**src/sv/qvr_pkg.sv**
```systemverilog
// Shared types, constants and width helpers for the quaternion vector rotator.
`default_nettype none

package qvr_pkg;

  localparam int COMP_W     = 32;
  localparam int PROD_W     = 2 * COMP_W;
  localparam int SUM1_W     = PROD_W + 2;
  localparam int LO_W       = COMP_W - 1;
  localparam int NUM_STAGES = 5;

  typedef logic signed [COMP_W-1:0] comp_t;

  localparam comp_t COMP_MAX = 32'sh7FFF_FFFF;
  localparam comp_t COMP_MIN = 32'sh8000_0000;

  // bit j set: subtract term j of that component
  localparam logic [3:0] NEG_T [4] = '{4'hE, 4'h8, 4'h2, 4'h4};
  localparam logic [3:0] NEG_R [4] = '{4'h0, 4'h5, 4'h9, 4'h3};

  typedef struct packed {
    logic [NUM_STAGES-1:0] en;
  } pipe_ctl_t;

  function automatic int t_width(input int frac_bits);
    int w;
    w = SUM1_W - frac_bits;
    return (w > COMP_W + 1) ? w : COMP_W + 1;
  endfunction

endpackage

`default_nettype wire

```
**src/sv/qvr_tprod.sv**
```systemverilog
// First Hamilton product q*v: partial products, then signed sum, round and shift.
`default_nettype none

module qvr_tprod #(
  parameter int FRAC_BITS = 30,
  localparam int TXW = qvr_pkg::t_width(FRAC_BITS)
) (
  input  logic                clk_i,
  input  qvr_pkg::pipe_ctl_t  ctl_i,
  input  qvr_pkg::comp_t      rot_i [4],
  input  qvr_pkg::comp_t      vec_i [4],
  output qvr_pkg::comp_t      rot_o [4],
  output logic signed [TXW-1:0] t_o [4]
);

  localparam int PW = qvr_pkg::PROD_W;
  localparam int SW = qvr_pkg::SUM1_W;
  localparam logic signed [SW-1:0] HALF = SW'(1) <<< (FRAC_BITS - 1);

  logic signed [PW-1:0]  prod_d [4][4];
  logic signed [PW-1:0]  prod_q [4][4];
  qvr_pkg::comp_t        rot_a_q [4];
  qvr_pkg::comp_t        rot_b_q [4];
  logic signed [TXW-1:0] t_d [4];
  logic signed [TXW-1:0] t_q [4];

  always_comb begin
    for (int k = 0; k < 4; k++) begin
      for (int j = 0; j < 4; j++) begin
        prod_d[k][j] = PW'(rot_i[j]) * PW'(vec_i[2'(k ^ j)]);
      end
    end
  end

  always_ff @(posedge clk_i) begin
    if (ctl_i.en[0]) begin
      prod_q  <= prod_d;
      rot_a_q <= rot_i;
    end
  end

  always_comb begin
    logic signed [SW-1:0] acc;
    logic signed [SW-1:0] sh;
    for (int k = 0; k < 4; k++) begin
      acc = HALF;
      for (int j = 0; j < 4; j++) begin
        if (qvr_pkg::NEG_T[k][j]) begin
          acc = acc - SW'(prod_q[k][j]);
        end else begin
          acc = acc + SW'(prod_q[k][j]);
        end
      end
      sh     = acc >>> FRAC_BITS;
      t_d[k] = TXW'(sh);
    end
  end

  always_ff @(posedge clk_i) begin
    if (ctl_i.en[1]) begin
      t_q     <= t_d;
      rot_b_q <= rot_a_q;
    end
  end

  assign t_o   = t_q;
  assign rot_o = rot_b_q;

endmodule

`default_nettype wire

```
**src/sv/qvr_cprod.sv**
```systemverilog
// Second product t*conj(q): split partial products, sums, round, shift and saturate.
`default_nettype none

module qvr_cprod #(
  parameter int FRAC_BITS = 30,
  localparam int TXW = qvr_pkg::t_width(FRAC_BITS)
) (
  input  logic                  clk_i,
  input  qvr_pkg::pipe_ctl_t    ctl_i,
  input  qvr_pkg::comp_t        rot_i [4],
  input  logic signed [TXW-1:0] t_i [4],
  output qvr_pkg::comp_t        out_o [4]
);

  localparam int LW    = qvr_pkg::LO_W;
  localparam int CW    = qvr_pkg::COMP_W;
  localparam int PW    = qvr_pkg::PROD_W;
  localparam int HI_W  = TXW - LW;
  localparam int PH_W  = HI_W + CW;
  localparam int HS_W  = PH_W + 2;
  localparam int LS_W  = PW + 2;
  localparam int SUM_W = TXW + CW + 3;
  localparam logic signed [SUM_W-1:0] HALF    = SUM_W'(1) <<< (FRAC_BITS - 1);
  localparam logic signed [SUM_W-1:0] SAT_MAX = SUM_W'(qvr_pkg::COMP_MAX);
  localparam logic signed [SUM_W-1:0] SAT_MIN = SUM_W'(qvr_pkg::COMP_MIN);

  logic signed [PW-1:0]   plo_d [4][4];
  logic signed [PW-1:0]   plo_q [4][4];
  logic signed [PH_W-1:0] phi_d [4][4];
  logic signed [PH_W-1:0] phi_q [4][4];
  logic signed [HS_W-1:0] hsum_d [4];
  logic signed [HS_W-1:0] hsum_q [4];
  logic signed [LS_W-1:0] lsum_d [4];
  logic signed [LS_W-1:0] lsum_q [4];
  qvr_pkg::comp_t         out_d [4];
  qvr_pkg::comp_t         out_q [4];

  always_comb begin
    for (int k = 0; k < 4; k++) begin
      for (int j = 0; j < 4; j++) begin
        plo_d[k][j] = PW'($signed({1'b0, t_i[j][LW-1:0]})) * PW'(rot_i[2'(k ^ j)]);
        phi_d[k][j] = PH_W'($signed(t_i[j][TXW-1:LW])) * PH_W'(rot_i[2'(k ^ j)]);
      end
    end
  end

  always_ff @(posedge clk_i) begin
    if (ctl_i.en[2]) begin
      plo_q <= plo_d;
      phi_q <= phi_d;
    end
  end

  always_comb begin
    for (int k = 0; k < 4; k++) begin
      hsum_d[k] = '0;
      lsum_d[k] = '0;
      for (int j = 0; j < 4; j++) begin
        if (qvr_pkg::NEG_R[k][j]) begin
          hsum_d[k] = hsum_d[k] - HS_W'(phi_q[k][j]);
          lsum_d[k] = lsum_d[k] - LS_W'(plo_q[k][j]);
        end else begin
          hsum_d[k] = hsum_d[k] + HS_W'(phi_q[k][j]);
          lsum_d[k] = lsum_d[k] + LS_W'(plo_q[k][j]);
        end
      end
    end
  end

  always_ff @(posedge clk_i) begin
    if (ctl_i.en[3]) begin
      hsum_q <= hsum_d;
      lsum_q <= lsum_d;
    end
  end

  always_comb begin
    logic signed [SUM_W-1:0] full;
    logic signed [SUM_W-1:0] sh;
    for (int k = 0; k < 4; k++) begin
      full = (SUM_W'(hsum_q[k]) <<< LW) + SUM_W'(lsum_q[k]) + HALF;
      sh   = full >>> FRAC_BITS;
      if (sh > SAT_MAX) begin
        out_d[k] = qvr_pkg::COMP_MAX;
      end else if (sh < SAT_MIN) begin
        out_d[k] = qvr_pkg::COMP_MIN;
      end else begin
        out_d[k] = $signed(sh[CW-1:0]);
      end
    end
  end

  always_ff @(posedge clk_i) begin
    if (ctl_i.en[4]) begin
      out_q <= out_d;
    end
  end

  assign out_o = out_q;

endmodule

`default_nettype wire

```
**src/sv/quaternion_vector_rotate.sv**
```systemverilog
// Top level of the quaternion vector rotator: r = q * v * conj(q), Q1.30 in and out.
//
// Input channel: in_valid_i with the quaternion (rot_*) and vector (vec_*)
// fields; a transaction completes on a clock edge with in_valid_i high and
// in_stall_o low. Output channel: out_valid_o with out_w/x/y/z; a transaction
// completes on an edge with out_valid_o high and out_stall_i low.
// Five register stages: q*v partial products, q*v sum and round, t*conj(q)
// split partial products, partial sums, then round, shift and saturate.
// out_valid_o rises once the transaction reaches the last stage register; one
// transaction per cycle is taken for as long as the receiver does not stall,
// the rate being set by 48 multipliers (16 in the first stage, 32 in the
// third), none of them shared between transactions.
// Stall handling: each stage holds while it is full and the stage after it
// holds, so empty stages keep filling and in_stall_o rises only when all five
// stages are full and out_stall_i is high. Nothing is dropped or repeated.
// Reset clears all stage valid bits; the datapath registers are not reset.
// Results round to nearest (ties upward) and saturate to the 32-bit range.
`default_nettype none

module quaternion_vector_rotate #(
  parameter int FRAC_BITS = 30
) (
  input  logic                  clk_i,
  input  logic                  rst_ni,
  input  logic                  in_valid_i,
  output logic                  in_stall_o,
  input  logic signed [31:0]    rot_w_i,
  input  logic signed [31:0]    rot_x_i,
  input  logic signed [31:0]    rot_y_i,
  input  logic signed [31:0]    rot_z_i,
  input  logic signed [31:0]    vec_w_i,
  input  logic signed [31:0]    vec_x_i,
  input  logic signed [31:0]    vec_y_i,
  input  logic signed [31:0]    vec_z_i,
  output logic                  out_valid_o,
  input  logic                  out_stall_i,
  output logic signed [31:0]    out_w_o,
  output logic signed [31:0]    out_x_o,
  output logic signed [31:0]    out_y_o,
  output logic signed [31:0]    out_z_o
);

  localparam int NS  = qvr_pkg::NUM_STAGES;
  localparam int TXW = qvr_pkg::t_width(FRAC_BITS);

  qvr_pkg::pipe_ctl_t    ctl;
  logic [NS-1:0]         valid_d;
  logic [NS-1:0]         valid_q;
  qvr_pkg::comp_t        rot_in [4];
  qvr_pkg::comp_t        vec_in [4];
  qvr_pkg::comp_t        rot_mid [4];
  logic signed [TXW-1:0] t_mid [4];
  qvr_pkg::comp_t        res [4];

  assign rot_in = '{rot_w_i, rot_x_i, rot_y_i, rot_z_i};
  assign vec_in = '{vec_w_i, vec_x_i, vec_y_i, vec_z_i};

  always_comb begin
    ctl.en[NS-1] = !valid_q[NS-1] || !out_stall_i;
    for (int s = NS - 2; s >= 0; s--) begin
      ctl.en[s] = !valid_q[s] || ctl.en[s+1];
    end
  end

  always_comb begin
    valid_d[0] = in_valid_i;
    for (int s = 1; s < NS; s++) begin
      valid_d[s] = valid_q[s-1];
    end
  end

  always_ff @(posedge clk_i or negedge rst_ni) begin
    if (!rst_ni) begin
      valid_q <= '0;
    end else begin
      for (int s = 0; s < NS; s++) begin
        if (ctl.en[s]) begin
          valid_q[s] <= valid_d[s];
        end
      end
    end
  end

  qvr_tprod #(
    .FRAC_BITS(FRAC_BITS)
  ) u_tprod (
    .clk_i(clk_i),
    .ctl_i(ctl),
    .rot_i(rot_in),
    .vec_i(vec_in),
    .rot_o(rot_mid),
    .t_o  (t_mid)
  );

  qvr_cprod #(
    .FRAC_BITS(FRAC_BITS)
  ) u_cprod (
    .clk_i(clk_i),
    .ctl_i(ctl),
    .rot_i(rot_mid),
    .t_i  (t_mid),
    .out_o(res)
  );

  assign in_stall_o  = !ctl.en[0];
  assign out_valid_o = valid_q[NS-1];
  assign out_w_o     = res[0];
  assign out_x_o     = res[1];
  assign out_y_o     = res[2];
  assign out_z_o     = res[3];

  a_stall_needs_full: assert property (@(posedge clk_i) disable iff (!rst_ni)
    in_stall_o |-> (&valid_q))
    else $error("input stalled while a pipeline stage is empty");

  a_no_stall_passes: assert property (@(posedge clk_i) disable iff (!rst_ni)
    !out_stall_i |-> !in_stall_o)
    else $error("input stalled without downstream stall");

  a_held_stage_keeps: assert property (@(posedge clk_i) disable iff (!rst_ni)
    (valid_q[NS-2] && !ctl.en[NS-2]) |=> valid_q[NS-2])
    else $error("held stage lost its transaction");

endmodule

`default_nettype wire
```
**config.mk**
```make
export PLATFORM = sky130hd
export DESIGN_NAME = quaternion_vector_rotate
export DESIGN_NICKNAME = d
export VERILOG_FILES = /design/src/sv/qvr_pkg.sv /design/src/sv/qvr_tprod.sv /design/src/sv/qvr_cprod.sv /design/src/sv/quaternion_vector_rotate.sv
export SDC_FILE = /design/constraint.sdc
export NUM_CORES = 1
export LEC_CHECK = 0
export ABC_CLOCK_PERIOD_IN_PS = 1100
export BUFFER_PORTS_ARGS = -buffer_cell sky130_fd_sc_hd__buf_2
export CAP_MARGIN = 20
export CORE_AREA = 2 2 152 154
export CTS_BUF_LIST = sky130_fd_sc_hd__clkbuf_8 sky130_fd_sc_hd__clkbuf_16
export DETAILED_ROUTE_END_ITERATION = 8
export DIE_AREA = 0 0 154 156
export GPL_TIMING_DRIVEN = 0
export HOLD_SLACK_MARGIN = 0.15
export SYNTH_ARGS = -nofsm -noshare
export SYNTH_HDL_FRONTEND = slang
export SYNTH_SLANG_ARGS = --single-unit
```
**constraint.sdc**
```tcl
create_clock -name clk_i -period 1.1 [get_ports clk_i]
set_input_delay 0.22 -clock clk_i [delete_from_list [all_inputs] [get_ports clk_i]]
set_output_delay 0.22 -clock clk_i [all_outputs]
set_load 0.05 [all_outputs]
```
==> run_results.csv, run 1 <==
group,metric,value,unit
floorplan,die_w,154,um
grt,grt_start_max_net_pins,6,
routing,detail-route-antenna-nets,0,
place,dp.cells,558,
floorplan,ioPinCount,390,
routing,routedWlPerCell,3.508,um
finish,syn2layout_area_growth,86.86,%
sta,final-setup-viol-count,2,
worst_setup_path,worstPathRequired,880,ps
synth,avgSynthCellArea,8.115,um2
floorplan,start_util,0.05152,
power,ir_drop,0.4098,mV
routing,routed_wl,1996,um
power,power_leakage,0.001118,uW
grt,grt_use_total,0.01323,
place,dpl.hpwl,1823,um
flow_run,maxCapViolCount,0,
clocking,root_buffer,"clkbuf_16",
synth,synth_seq_cells,5,
finish,instances_no_fill,569,
worst_setup_path,worstPathMaxFanout,2,
worst_setup_path,worst_path_largest_cell_delay,340,ps
finish,fin_nets,543,
worst_setup_path,worst-setup-path-type,"flip-flop to output pin",
sta,max_freq,745.8,MHz
worst_setup_path,cp_cell_sequence,"and4_4 -> and3_4 -> buf_8",
floorplan,die_height,156,um
routing,via_per_inst,1.417,
routing,drc,0,
floorplan,dieArea,24020,um2
synth,yosysSeqAreaShare,0.1086,
routing,num_vias,806,
sta,fin_crit,1341,ps
worst_setup_path,cp-end-kind,"output pin",
worst_setup_path,crit_arrival,1120,ps
finish,nFillCells,2576,
synth,synthesis.area,1152,um2
synth,yosys.cell_types.count,8,
hold_path,hp-class,"primary input to flip-flop",
sta,rsz0062_at_grt,"yes",
grt,grt_overflow_total,0,
place,io_buffer_count,5,
sta,min_period_over_period,1.219,
clocking,cts_sinks,5,
finish,layout_common_cells,"buf_4, conb_1, dfrtp_1",
synth,synthCells,142,
clocking,cts_buffer_depth,2,
sta,setup_ws,-240.8,ps
clocking,clk_pin_slew,30,ps
worst_setup_path,startpoint_type,"flip-flop",
worst_setup_path,crit_buf_inv,1,
clocking,clock_latency,230,ps
finish,largest_reg_flops,5,
grt,first_global_vias,546,
finish,reg_top3,"valid_q (5)",
clocking,htreeDepth,1,
sta,timing.clock.skew,1.574,ps
routing,drt_first_pass_iters,4,
finish,final_common_cell,"buf_4",
routing,drtIter0Drc,3,
power,power_density,1048,nW/um2
run_status,violations,"negative setup slack",
run_status,status,"complete, but fails checks",
clocking,cts_buffers,3,
place,dp_slack,-174.2,ps
sta,report.final.slew_viol_count,0,
place,routabilityCongestion,0.5697,
floorplan,core-area,22370,um2
grt,antenna_found_initial,1,
synth,ys_warn_count,0,
worst_setup_path,slowest_stage,"dfrtp_2",
grt,grt_pass1_wl,2470,um
sta,finalHoldViolations,0,
sta,holdWs,192.2,ps
worst_setup_path,path_delay_family,"simple AND/OR/NAND/NOR gates",
floorplan,rows,55,
finish,regMostFlops,"valid_q",
clocking,cts_tree,"yes",
worst_setup_path,r2r_slack,50,ps
finish,drive_gt1_frac,0.5213,
## per-layer routing
layer / GRT usage / vias to the layer above / share of wire
met5: 0 / - / 0
met4: 0.002670 / 0 / 0
met3: 0.01500 / 0 / 0.22
met2: 0.02264 / 70 / 0.51
met1: 0.009850 / 276 / 0.27
li1: - / 460 / -
## area by class of cell
class / count / area, um2 / share of cell area
Clock inverter: 1 / 3.754 / 0.001743
Tap cell: 285 / 356.6 / 0.1656
Sequential cell: 5 / 126.4 / 0.05869
Antenna cell: 2 / 5.005 / 0.002324
Buffer: 128 / 960.9 / 0.4463
Timing Repair Buffer: 10 / 81.33 / 0.03777
Multi-Input combinational cell: 135 / 544.3 / 0.2528
Clock buffer: 3 / 75.07 / 0.03486
## worst register-to-register path, cell delays in order, from the launching register on
cell     delay (ps)
dfrtp_2         390
and4_4          180
buf_4           130
a31o_2          230
## Yosys cell counts (all sizes together)
master	n	area (um2)
conb	2	7.510
dfrtp	5	125.1
a31o	2	17.52
buf	128	960.9
and4	1	11.26
or2	1	6.260
and3	1	6.260
a21o	2	17.52
## report_power, final
group	internal [uW]	switching [uW]	total, uW
clock network	470	114	584
registers	207	13.4	221
logic	380	1070	1450
## what timing repair did
item,in CTS,in global routing
pin swaps,1,1
cloned,0,0
endpoints found under the hold margin,5,0
buffers inserted,3,1
resized for setup,5,0
setup endpoints to repair,2,2
hold buffers,1,0
## per-stage QoR
stage | area [um2] | total power [uW] | TNS (ps) | utilization
after global placement | 2013 | 1605 | -173.6 | 0.09001
after CTS | 2141 | 2238 | -283.9 | 0.09572
after detailed placement | 2013 | 1608 | -174.2 | 0.09001
final | 2153 | 2256 | -269.1 | 0.09628
after floorplan | 1632 | 1581 | -181.8 | -
after global routing | 2148 | 2340 | -319.6 | 0.09606
## final timing paths
kind	startpoint	cells after the start	to
worst min-delay path	in_valid_i	2	valid_q[0]
max in group asynchronous	rst_ni	2	valid_q[4]
min in group asynchronous	rst_ni	2	valid_q[4]
worst max-delay path	valid_q[4]	3	in_stall_o
worst max register to register	valid_q[4]	3	valid_q[0]
worst min register to register	valid_q[2]	1	valid_q[3]
## cell families (layout without fill, tap and decap cells)
kind of cell    Yosys count  after routing  synth area share
compound gates            4              4           0.03041
buf+inv                 128            142            0.8339
flops                     5              5            0.1086
other cells               2            130          0.006517
simple gates              3              3           0.02064
Power figures use the tool's default switching activity.
==> inputs of run 2 (changes only) <==
Settings changed: CELL_PAD_IN_SITES_DETAIL_PLACEMENT set to 1, CELL_PAD_IN_SITES_GLOBAL_PLACEMENT set to 2, PLACE_DENSITY_LB_ADDON set to 0.1, SKIP_LAST_GASP set to 1.
==> run_results.csv, run 2 (synthesis gave the netlist of run 1 again) <==
group,metric,value,unit
clocking,cts_buffers,3,
finish,instances_no_fill,567,
clocking,clk_pin_slew,30,ps
floorplan,start_util,0.05152,
finish,final_common_cell,"buf_4",
finish,largest_reg_flops,5,
hold_path,hp-class,"primary input to flip-flop",
sta,setup_ws,-240.8,ps
finish,fin_area,2148,um2
finish,syn2layout_area_growth,86.43,%
finish,n_antenna_cell,0,
sta,timing.clock.skew,1.042,ps
grt,grt_overflow_total,0,
floorplan,rows,55,
sta,max_freq,745.8,MHz
finish,drive_gt1_frac,0.5213,
grt,first_global_vias,725,
sta,rsz0062_at_grt,"yes",
place,io_buffer_count,5,
worst_setup_path,r2r_cells,3,
flow_run,maxCapViolCount,0,
sta,final-setup-viol-count,2,
power,power,2272,uW
grt,grt_start_max_net_pins,6,
routing,drtIter0Drc,13,
worst_setup_path,startpoint_type,"flip-flop",
finish,layout_common_cells,"buf_4, conb_1, dfrtp_1",
floorplan,ioPinCount,390,
finish,regMostFlops,"valid_q",
floorplan,die_w,154,um
finish,nFillCells,2733,
routing,num_vias,884,
worst_setup_path,worstPathRequired,880,ps
routing,routedWlPerCell,4.674,um
worst_setup_path,cp-end-kind,"output pin",
worst_setup_path,worst_path_largest_cell_delay,350,ps
clocking,cts_sinks,5,
sta,fin_crit,1341,ps
power,ir_drop,0.3400,mV
grt,grt_use_total,0.01929,
finish,fin_nets,543,
routing,routed_wl,2650,um
run_status,violations,"negative setup slack",
worst_setup_path,worstPathMaxFanout,2,
clocking,htreeDepth,1,
place,dp.cells,558,
worst_setup_path,worst-setup-path-type,"flip-flop to output pin",
finish,multi_input_area,544.3,um2
sta,min_period_over_period,1.219,
clocking,cts_tree,"yes",
run_status,status,"complete, but fails checks",
sta,finalHoldViolations,0,
worst_setup_path,crit_arrival,1120,ps
power,power_density,1057,nW/um2
routing,via_per_inst,1.559,
place,dpl.hpwl,2462,um
grt,antenna_found_initial,0,
routing,detail-route-antenna-nets,0,
sta,report.final.slew_viol_count,0,
grt,grt_pass1_wl,3581,um
routing,drc,0,
floorplan,dieArea,24020,um2
place,placed_area,2013,um2
place,routabilityCongestion,0.5907,
routing,drt_first_pass_iters,2,
power,power_leakage,0.001118,uW
finish,register_area,126.4,um2
finish,reg_top3,"valid_q (5)",
worst_setup_path,cp_cell_sequence,"and4_4 -> and3_4 -> buf_8",
floorplan,die_height,156,um
floorplan,core-area,22370,um2
clocking,root_buffer,"clkbuf_16",
clocking,clock_latency,230,ps
clocking,cts_buffer_depth,2,
sta,holdWs,188.2,ps
hold_path,hold-path-cell-count,2,
worst_setup_path,slowest_stage,"dfrtp_1",
-- run 2: changes by cell type in the layout (fill, tap and decap cells not counted), sizes merged --
cell and change:
diode -2
-- run 2: worst paths after layout --
path / from / to / slack, ps
max: valid_q[3] / in_stall_o / -240
max reg2reg: valid_q[2] / valid_q[0] / 70
min: in_valid_i / valid_q[0] / 190
max in group asynchronous: rst_ni / valid_q[4] / 600
min in group asynchronous: rst_ni / valid_q[4] / 350
min reg2reg: valid_q[2] / valid_q[3] / 480
-- run 2: worst max-delay path, delay by kind of cell, from the launching register on --
kind          cells  cell delay, ps
buf+inv           1             140
flops             1             350
simple gates      2             400
-- run 2: through the flow --
step | util | setup WS [ps] | setup TNS (ps)
after CTS | 0.09572 | -253.5 | -298.8
final | 0.09606 | -240.8 | -276.0
after global placement | 0.09001 | -176.6 | -176.6
after floorplan | - | -181.8 | -181.8
after global routing | 0.09606 | -280.5 | -346.6
after detailed placement | 0.09001 | -173.9 | -173.9
-- run 2: metal layers --
layer  GRT usage  vias up  share of wire  wire length (um)
met5           0        -              0                 0
met4     0.01202        0          0.021                55
met3    0.007500        5           0.14               361
met2     0.04036       69           0.58              1550
met1     0.01418      354           0.26               682
li1            -      456              -                 -
-- run 2: repair_timing --
item / in CTS / in global routing
hold endpoints to repair: 5 / 0
endpoints found under the setup margin: 2 / 2
buffers inserted: 3 / 1
hold buffers: 1 / 0
pin swaps: 1 / 0
gates resized for setup: 5 / 0
-- run 2: final cells by class --
cell class                      count  share of cell area
Buffer                            128              0.4473
Clock buffer                        3             0.03494
Clock inverter                      1            0.001747
Multi-Input combinational cell    135              0.2533
Sequential cell                     5             0.05882
Tap cell                          285              0.1660
Timing Repair Buffer               10             0.03786
-- run 2: power by group --
part	leakage (uW)	total (uW)	internal [uW]	switching, uW
registers	0.0000521	222	207	15.1
logic	0.00102	1460	381	1080
clock network	0.0000423	590	471	119
total	0.00112	2270	1060	1210
